<file path="src/sv/bpl_pkg.sv">
// package with operation and status codes and default sizes for the positional list
`default_nettype none
package bpl_pkg;

  localparam int CAPACITY_DEF   = 16;
  localparam int DATA_WIDTH_DEF = 32;

  localparam int OP_W     = 2;
  localparam int POS_W    = 5;
  localparam int VALUE_W  = 32;
  localparam int STATUS_W = 2;
  localparam int COUNT_W  = 5;

  typedef logic [OP_W-1:0]     op_t;
  typedef logic [STATUS_W-1:0] status_t;

  localparam op_t OP_INSERT = 2'd0;
  localparam op_t OP_DELETE = 2'd1;
  localparam op_t OP_DUMP   = 2'd2;

  localparam status_t ST_OK   = 2'd0;
  localparam status_t ST_FULL = 2'd1;
  localparam status_t ST_BAD  = 2'd2;

endpackage
`default_nettype wire

</file>
<file path="src/sv/bpl_ram.sv">
// generic simple dual-port ram with registered read
`default_nettype none
module bpl_ram #(
  parameter int WIDTH = 32,
  parameter int DEPTH = 16
) (
  input  wire logic                     clk,
  input  wire logic                     wr_en,
  input  wire logic [$clog2(DEPTH)-1:0] wr_addr,
  input  wire logic [WIDTH-1:0]         wr_data,
  input  wire logic                     rd_en,
  input  wire logic [$clog2(DEPTH)-1:0] rd_addr,
  output logic      [WIDTH-1:0]         rd_data
);

  logic [WIDTH-1:0] mem [DEPTH];

  always_ff @(posedge clk) begin
    if (wr_en) begin
      mem[wr_addr] <= wr_data;
    end
    if (rd_en) begin
      rd_data <= mem[rd_addr];
    end
  end

endmodule
`default_nettype wire

</file>
<file path="src/sv/bounded_positional_list.sv">
// Bounded positional list: ordered store of up to CAPACITY values with insert, delete, dump.
//
// One input channel (in_valid/in_stall) takes op, position and value; one output
// channel (out_valid/out_stall) gives status, element, count_now and last.
// The block takes one item at a time: in_stall is high from the transfer of an
// item until its last result has been loaded into the output register, so the
// next item can be taken while that result still waits on out_stall.
// Insert at position p into a list of n shifts n-p+1 entries one per cycle
// through the single ram port pair, then writes the new value. Delete at
// position p shifts n-p entries. Dump gives n results, one per cycle while
// out_stall is low, after the registered ram read. Refused operations go
// straight to their single result.
// A stalled output holds its result and the sequencer waits on it.
// Reset (rst, synchronous) empties the list and drops any result not yet taken;
// the ram itself is not cleared, entries are only read once written.
`default_nettype none
module bounded_positional_list #(
  parameter int CAPACITY   = bpl_pkg::CAPACITY_DEF,
  parameter int DATA_WIDTH = bpl_pkg::DATA_WIDTH_DEF
) (
  input  wire logic                          clk,
  input  wire logic                          rst,
  input  wire logic                          in_valid,
  output logic                               in_stall,
  input  wire logic [bpl_pkg::OP_W-1:0]      op,
  input  wire logic [bpl_pkg::POS_W-1:0]     position,
  input  wire logic signed [bpl_pkg::VALUE_W-1:0] value,
  output logic                               out_valid,
  input  wire logic                          out_stall,
  output logic [bpl_pkg::STATUS_W-1:0]       status,
  output logic signed [bpl_pkg::VALUE_W-1:0] element,
  output logic [bpl_pkg::COUNT_W-1:0]        count_now,
  output logic                               last
);
  import bpl_pkg::*;

  localparam int AW   = $clog2(CAPACITY);
  localparam int CW   = $clog2(CAPACITY + 1);
  localparam int IW   = CW + 1;
  localparam int CMPW = ((CW > POS_W) ? CW : POS_W) + 1;

  localparam logic [2:0] S_IDLE      = 3'd0;
  localparam logic [2:0] S_INS_SHIFT = 3'd1;
  localparam logic [2:0] S_INS_WRITE = 3'd2;
  localparam logic [2:0] S_DEL_SHIFT = 3'd3;
  localparam logic [2:0] S_DUMP      = 3'd4;
  localparam logic [2:0] S_RESP      = 3'd5;

  logic [2:0]            state;
  logic [CW-1:0]         count;
  logic [CW-1:0]         idx;
  logic [CW-1:0]         tgt;
  logic [DATA_WIDTH-1:0] value_reg;
  status_t               resp_status;

  logic                  rd_en, wr_en;
  logic [AW-1:0]         rd_addr, wr_addr;
  logic [DATA_WIDTH-1:0] wr_data, rd_data;

  logic            accept, out_free, load_out;
  logic [CMPW-1:0] pos_ext, cnt_ext;
  logic            is_full, ins_pos_ok, del_pos_ok;
  logic [CW-1:0]   tgt_in;
  logic [IW-1:0]   idx_w, tgt_w, cnt_w;
  logic            ins_more, del_more, dump_last;

  assign in_stall = (state != S_IDLE);
  assign accept   = in_valid && !in_stall;
  assign out_free = !out_valid || !out_stall;
  assign load_out = out_free && (state == S_DUMP || state == S_RESP);

  assign pos_ext    = CMPW'(position);
  assign cnt_ext    = CMPW'(count);
  assign is_full    = (count >= CW'(CAPACITY));
  assign ins_pos_ok = (pos_ext != '0) && (pos_ext <= cnt_ext + CMPW'(1));
  assign del_pos_ok = (count != '0) && (pos_ext != '0) && (pos_ext <= cnt_ext);
  assign tgt_in     = CW'(pos_ext - CMPW'(1));

  assign idx_w     = IW'(idx);
  assign tgt_w     = IW'(tgt);
  assign cnt_w     = IW'(count);
  assign ins_more  = (idx_w > tgt_w + IW'(1));
  assign del_more  = (idx_w + IW'(2) < cnt_w);
  assign dump_last = (idx_w + IW'(1) == cnt_w);

  always_comb begin
    rd_en   = 1'b0;
    rd_addr = '0;
    wr_en   = 1'b0;
    wr_addr = idx[AW-1:0];
    wr_data = rd_data;
    unique case (state)
      S_IDLE: begin
        if (accept) begin
          if (op == OP_INSERT && !is_full && ins_pos_ok && pos_ext <= cnt_ext) begin
            rd_en   = 1'b1;
            rd_addr = AW'(count - CW'(1));
          end else if (op == OP_DELETE && del_pos_ok && pos_ext < cnt_ext) begin
            rd_en   = 1'b1;
            rd_addr = AW'(tgt_in + CW'(1));
          end else if (op == OP_DUMP && count != '0) begin
            rd_en   = 1'b1;
            rd_addr = '0;
          end
        end
      end
      S_INS_SHIFT: begin
        wr_en = 1'b1;
        if (ins_more) begin
          rd_en   = 1'b1;
          rd_addr = AW'(idx - CW'(2));
        end
      end
      S_INS_WRITE: begin
        wr_en   = 1'b1;
        wr_addr = tgt[AW-1:0];
        wr_data = value_reg;
      end
      S_DEL_SHIFT: begin
        wr_en = 1'b1;
        if (del_more) begin
          rd_en   = 1'b1;
          rd_addr = AW'(idx_w + IW'(2));
        end
      end
      S_DUMP: begin
        if (out_free && !dump_last) begin
          rd_en   = 1'b1;
          rd_addr = AW'(idx + CW'(1));
        end
      end
      S_RESP: begin
      end
      default: begin
      end
    endcase
  end

  bpl_ram #(
    .WIDTH (DATA_WIDTH),
    .DEPTH (CAPACITY)
  ) u_ram (
    .clk     (clk),
    .wr_en   (wr_en),
    .wr_addr (wr_addr),
    .wr_data (wr_data),
    .rd_en   (rd_en),
    .rd_addr (rd_addr),
    .rd_data (rd_data)
  );

  always_ff @(posedge clk) begin
    if (rst) begin
      state     <= S_IDLE;
      count     <= '0;
      out_valid <= 1'b0;
    end else begin
      if (out_valid && !out_stall && !load_out) begin
        out_valid <= 1'b0;
      end
      unique case (state)
        S_IDLE: begin
          if (accept) begin
            unique case (op)
              OP_INSERT: begin
                if (is_full) begin
                  resp_status <= ST_FULL;
                  state       <= S_RESP;
                end else if (!ins_pos_ok) begin
                  resp_status <= ST_BAD;
                  state       <= S_RESP;
                end else begin
                  tgt       <= tgt_in;
                  idx       <= count;
                  value_reg <= DATA_WIDTH'($unsigned(value));
                  state     <= (pos_ext <= cnt_ext) ? S_INS_SHIFT : S_INS_WRITE;
                end
              end
              OP_DELETE: begin
                if (!del_pos_ok) begin
                  resp_status <= ST_BAD;
                  state       <= S_RESP;
                end else if (pos_ext < cnt_ext) begin
                  idx   <= tgt_in;
                  state <= S_DEL_SHIFT;
                end else begin
                  count       <= count - CW'(1);
                  resp_status <= ST_OK;
                  state       <= S_RESP;
                end
              end
              OP_DUMP: begin
                if (count == '0) begin
                  resp_status <= ST_BAD;
                  state       <= S_RESP;
                end else begin
                  idx   <= '0;
                  state <= S_DUMP;
                end
              end
              default: begin
                resp_status <= ST_BAD;
                state       <= S_RESP;
              end
            endcase
          end
        end
        S_INS_SHIFT: begin
          idx <= idx - CW'(1);
          if (!ins_more) begin
            state <= S_INS_WRITE;
          end
        end
        S_INS_WRITE: begin
          count       <= count + CW'(1);
          resp_status <= ST_OK;
          state       <= S_RESP;
        end
        S_DEL_SHIFT: begin
          idx <= idx + CW'(1);
          if (!del_more) begin
            count       <= count - CW'(1);
            resp_status <= ST_OK;
            state       <= S_RESP;
          end
        end
        S_DUMP: begin
          if (out_free) begin
            out_valid <= 1'b1;
            status    <= ST_OK;
            element   <= VALUE_W'(signed'(rd_data));
            count_now <= COUNT_W'(count);
            last      <= dump_last;
            if (dump_last) begin
              state <= S_IDLE;
            end else begin
              idx <= idx + CW'(1);
            end
          end
        end
        S_RESP: begin
          if (out_free) begin
            out_valid <= 1'b1;
            status    <= resp_status;
            element   <= '0;
            count_now <= COUNT_W'(count);
            last      <= 1'b1;
            state     <= S_IDLE;
          end
        end
        default: begin
          state <= S_IDLE;
        end
      endcase
    end
  end

endmodule
`default_nettype wire

</file>
<file path="config.mk">
export PLATFORM = sky130hd
export DESIGN_NAME = bounded_positional_list
export DESIGN_NICKNAME = d
export VERILOG_FILES = /design/src/sv/bpl_pkg.sv /design/src/sv/bpl_ram.sv /design/src/sv/bounded_positional_list.sv
export SDC_FILE = /design/constraint.sdc
export NUM_CORES = 1
export LEC_CHECK = 0
export BUFFER_PORTS_ARGS = -buffer_cell sky130_fd_sc_hd__buf_2
export CORE_MARGIN = 2
export CORE_UTILIZATION = 45
export DETAILED_ROUTE_END_ITERATION = 12
export PLACE_DENSITY = 0.57
export SETUP_SLACK_MARGIN = 0.02
export SYNTH_ARGS = -nofsm -noshare
export SYNTH_HDL_FRONTEND = slang
export SYNTH_HIERARCHICAL = 1
export SYNTH_SLANG_ARGS = --single-unit
</file>
<file path="constraint.sdc">
create_clock -name clk -period 7.35 [get_ports clk]
set_clock_uncertainty 0.05 [all_clocks]
set_input_delay 1.1025 -clock clk [delete_from_list [all_inputs] [get_ports clk]]
set_output_delay 1.1025 -clock clk [all_outputs]
set_load 0.01 [all_outputs]
</file>
-- Word-level counts from Yosys, hierarchy flattened
Memories as Yosys holds them, arrays and structs flattened. A register that Yosys moved wholly into a read port is not among the register bits.
Cells that the tools add are included.
- flip-flop bits (word level): 93
- RAM bits: 512
- output and inout port bits: 42
- logic and storage cells: 169
- memories kept: 1
- add/sub/neg operators: 11
- magnitude comparators: 6
- equal/unequal tests: 27
- multiplexer cells: 71
- bitwise logic cells: 2
- reductions and logical operators: 40
- memory list (memory ; words ; bits a word ; read ports ; clocked after memory_dff ; wr ports ; RTL line ; source):
    u_ram.mem ; 16 ; 32 ; 1 ; 1 ; 1 ; bpl_ram.sv:16 ; logic [WIDTH-1:0] mem [DEPTH];
- operator list (kind ; count):
    32-bit two-way mux ; 3
    5-bit two-way mux ; 13
    32-bit case mux with 2 select lines ; 1
    3-bit two-way mux ; 10
    5-bit case mux with 3 select lines ; 2
    4-bit two-way mux ; 7
    2-bit two-way mux ; 10
    2-bit inequality test, second input constant ; 10
    5-bit case mux with 4 select lines ; 1
    5-bit by 1-bit adder with 6-bit output, second input constant ; 3
    3-bit inequality test, second input constant ; 6
    3-bit case mux with 6 select lines ; 1
    6-bit AND reduction ; 3
    1-bit two-way mux ; 16
    4-bit case mux with 4 select lines ; 1
    5-bit by 1-bit subtractor with 5-bit output, second input constant ; 3
    1-bit logical AND ; 14
    4-bit inequality test, second input constant ; 3
    2-bit case mux with 3 select lines ; 2
    11-bit AND reduction ; 1
    5-bit by 1-bit adder with 5-bit output, second input constant ; 2
    3-bit case mux with 3 select lines ; 1
    7-bit AND reduction ; 1
    5-bit by 2-bit adder with 6-bit output, second input constant ; 1
    32 further kinds ; 42

-- Logic depth before layout (Yosys ltp)
- depth in word-level cells: 9
- depth in mapped cells: 16
- gate-level depth less buffers: 13

-- Cells and area by module
The synthesis kept the hierarchy.
- by module, submodules not included (module ; times used ; cells each ; area each (um^2) ; seq. area each (um^2)):
    bpl_ram ; 1 ; 838 ; 20174.3 ; 16335.7
    bounded_positional_list ; 1 ; 480 ; 5477.8 ; 2702.6

-- Worst setup path after synthesis
Ideal clock, no wire load.
- path type: input to register
- start point: input port position[0] in the netlist's numbering
- end point: register tgt[0], enable pin
- library setup time: 524 ps
- arrival: 5547 ps
- path slack: 1229 ps
- cell stages on the path: 5
- buffers on the path: 0
- cell sequence: inv_1 ha_1 nor4b_2 or3b_1 nor4_1
- word-level cells in the longest chain between the ends: 3
- elaborated cells between the ends (all ways): 4
- RTL lines (what ; RTL line ; source):
    from (decl) ; bounded_positional_list.sv:26 ; input wire logic [bpl_pkg::POS_W-1:0] position,
    5-bit by 6-bit less-or-equal comparator with 1-bit output or 6-bit nonzero test (tied branches) ; bounded_positional_list.sv:75 ; assign ins_pos_ok = (pos_ext != '0) && (pos_ext <= cnt_ext + CMPW'(1));
    1-bit logical AND (*) ; bounded_positional_list.sv:75 ;
    6-bit AND reduction (no source line) (*) ; n/a ;
    to (signal assigned) ; bounded_positional_list.sv:173 ; tgt <= tgt_in;
    to (decl) ; bounded_positional_list.sv:52 ; logic [CW-1:0] tgt;
Every way passes the cells marked *; elsewhere a longest branch is shown, timed or not.
A chain may end at the register's enable or synchronous reset.

-- Worst setup path after layout
- start point: register count[0]
- end point: register u_ram.rd_data[1], read port of u_ram.mem, data pin
- word-level cells in the longest chain between the ends: 9
- elaborated cells between the ends (all ways): 34
- RTL lines (what ; RTL line ; source):
    from (decl) ; bounded_positional_list.sv:50 ; logic [CW-1:0] count;
    from (signal assigned) ; bounded_positional_list.sv:187 ; count <= count - CW'(1);
    from (signal assigned) ; bounded_positional_list.sv:215 ; count <= count + CW'(1);
    from (signal assigned) ; bounded_positional_list.sv:222 ; count <= count - CW'(1);
    parallel branches: the longest is 8 deep, another holds 5-bit by 1-bit adder with 6-bit output ; n/a ;
    4-bit case mux with 4 select lines (*) ; bounded_positional_list.sv:92 ; unique case (state)
    via rd_addr[2] ; bounded_positional_list.sv:57 ; logic [AW-1:0] rd_addr, wr_addr;
    to (decl) ; bpl_ram.sv:13 ; output logic [WIDTH-1:0] rd_data
Mark *: on every way through the listed nets, which the timed path passes.

==> flow_metrics.tcl <==
set metrics [dict create \
    status "finished clean" \
    grt_setup_unrepaired "false" \
    finalSetupViolCount 0 \
    dp_hpwl_mm 31.6 \
    critPathLaunchType "flip-flop" \
    row_count 87 \
    synthesis.nets 1394 \
    hold_path.class "reg2reg" \
    cts_sinks 637 \
    vias 12900 \
    drtAntennaViolNets 0 \
    portBuffers 84 \
    cts_tree "done" \
    die-area_sq_um 58900 \
    layout.nets 1516 \
    cp.arrival_ns 5.70 \
    ir_drop_uv 237 \
    p_total_w 0.0109 \
    grt_first_pass_wirelength_mm 87.7 \
    wl_per_cell_microns 26.5 \
    crit_start "count[0]" \
    fin_crit_ns 5.29 \
    die_x_microns 243 \
    synth_ff_type "edfxtp_1" \
    wl_mm 59.6 \
    clkTransAtPathRegs_ns 0.06 \
    syn_avg_cell_area_sq_um 19.5 \
    maxSlewViolCount 0 \
    largest-register "u_ram/mem" \
    dr.pass1.iters 5 \
    critical_path_peak_fanout 18 \
    timing.rr.end "u_ram/rd_data[1]" \
    postSynth.asyncResetShare_pct 0 \
    reg2regPathDepth 13 \
    largest_register_ffs 512 \
    final_common_cell "edfxtp_1" \
    gp_congestion 0.876 \
    ys_warn_count 6 \
    cts_buffer_depth 3 \
    cts-hold-fix-buffers 0 \
    start_util_pct 45.5 \
    hold_viol_final 0 \
    most-common-layout-cells "edfxtp_1, mux4_2, buf_2" \
    synth_seq_area_share_pct 74.2 \
    crit_path_end_kind "flip-flop" \
    synthDistinctLibCells 69 \
    io_pins 85 \
    htree_levels 3 \
    hold_depth 1 \
    grt_pass1_vias 13000 \
    setup_tns_ns 0 \
    cts_resized 0 \
    netlist_area_sq_um 25700 \
    cts_buffers 67 \
    clk-insertion-delay-late_ns 0.60 \
    powerDensity_nw_per_um2 372 \
    rr_startpoint "count[0]" \
    grt_max_degree 77 \
    max_slew_margin_pct 24.6 \
    max_freq_mhz 189 \
    post-route-period-util_pct 71.9 \
    r2r_slack_ns 2.06 \
    core_sq_um 56400 \
    gr-total-overflow 0 \
    crit_required_ns 7.76 \
    maxCapViolCount 0 \
    drt_iter0_markers 1158 \
    critPathCapture "u_ram/rd_data[1]" \
    via_per_inst 5.75 \
    path_class "reg2reg" \
    synth_cells 1318 \
    cts_setup_buffers 0 \
    drc 0 \
    ys_ff_latch 637 \
    tightestPinTransition_ns 1.11 \
    drive_gt1_share_pct 28.0 \
    root_buffer "clkbuf_16" \
    antenna_found_initial 0 \
    leakage_nw 9.42 \
    synth_edf_count 628 \
    die_y_microns 243 \
    synthToLayoutAreaGrowth_pct 14.4 \
    grt_usage_pct 20.5 \
]
[worst max-delay path: stages (launching register included)]
cell,delay (ns)
dfxtp_1,0.63
inv_1,0.18
ha_1,0.46
inv_1,0.07
ha_1,0.31
nor2b_1,0.14
o21ai_0,0.23
a32o_1,0.22
o211ai_1,0.30
o311ai_1,1.04
nor2b_4,0.78
buf_4,0.48
a22oi_1,0.13
nand2_1,0.11
[how the worst min path moves through the flow]
stage / startpoint / end / slack, ns
floorplan: count[2] / count_now[2] / 0.35
global placement: u_ram/rd_data[4] / element[4] / 0.48
detailed placement: u_ram/rd_data[0] / element[0] / 0.49
CTS: u_ram/rd_data[1] / element[1] / 0.50
global route: u_ram/rd_data[0] / element[0] / 0.52
finish: u_ram/rd_data[4] / element[4] / 0.50
[logic make-up (layout without fill, tap and decap cells)]
family | count (synthesis) | in the layout | share of synthesized area, %
adders and majority gates | 33 | 33 | 1.61
buffers and inverters | 97 | 270 | 1.76
AOI/OAI and AO/OA | 139 | 139 | 3.99
xor gates and xnor gates | 28 | 28 | 0.956
DFF | 637 | 637 | 74.2
and+or+nand+nor | 217 | 217 | 4.55
other | 0 | 2 | 0
muxes | 167 | 167 | 12.9
[cells in the mapped netlist, types with 5 or more instances]
cell,count,share of area (%)
dfxtp_1,9,0.70
and3_1,7,0.17
o21ai_0,12,0.23
a31oi_1,5,0.12
mux4_2,128,11
buf_1,9,0.13
mux2i_1,5,0.20
a21oi_1,15,0.29
and2_1,34,0.83
xnor2_1,22,0.75
buf_4,12,0.35
nor3_1,11,0.21
nand3_1,12,0.23
ha_1,33,1.6
clkbuf_1,26,0.38
edfxtp_1,628,74
a22oi_1,67,2.0
nand2_1,53,0.78
buf_2,16,0.31
inv_1,29,0.42
nand4_1,9,0.22
nor2_1,47,0.69
nand3b_1,5,0.15
xor2_1,6,0.20
nor2b_1,9,0.22
mux2_2,33,1.4
[power breakdown]
group          switching, W  internal [W]
Clock               0.00137       0.00200
Combinational       0.00160      0.000991
Sequential         0.000143       0.00482
Total               0.00311       0.00781
[per-stage QoR]
step | utilization, % | setup slack [ns] | cells | instance area (sq um) | hold slack [ns]
final | 52.1 | 2.06 | 2249 | 29400 | 0.504
after CTS | 52.1 | 2.07 | 2247 | 29300 | 0.501
after floorplan | - | 1.23 | 1318 | 25700 | 0.353
after detailed placement | 48.2 | 2.03 | 2127 | 27200 | 0.493
after global placement | 48.2 | 2.10 | 2127 | 27200 | 0.480
after global routing | 52.1 | 1.73 | 2247 | 29300 | 0.522
[area by class of cell]
type | count | area (sq um)
clock buffers | 78 | 1760
multi-input cells | 584 | 6330
clock inverters | 42 | 437
diodes | 2 | 5.00
well taps | 756 | 946
flip-flops and latches | 637 | 19000
fillers | 4537 | 27000
inverters | 31 | 116
repair buffers | 119 | 721
[layer usage]
layer	GRT usage, %	wire length [microns]	up-vias	share of wire (%)
li1	-	-	5623	-
met5	0	0	-	0
met1	28.6	25600	6828	43
met3	3.21	3160	83	5.3
met2	33.9	29700	394	50
met4	5.12	1120	0	1.9
No activity file was read; power rests on OpenSTA's default activity.
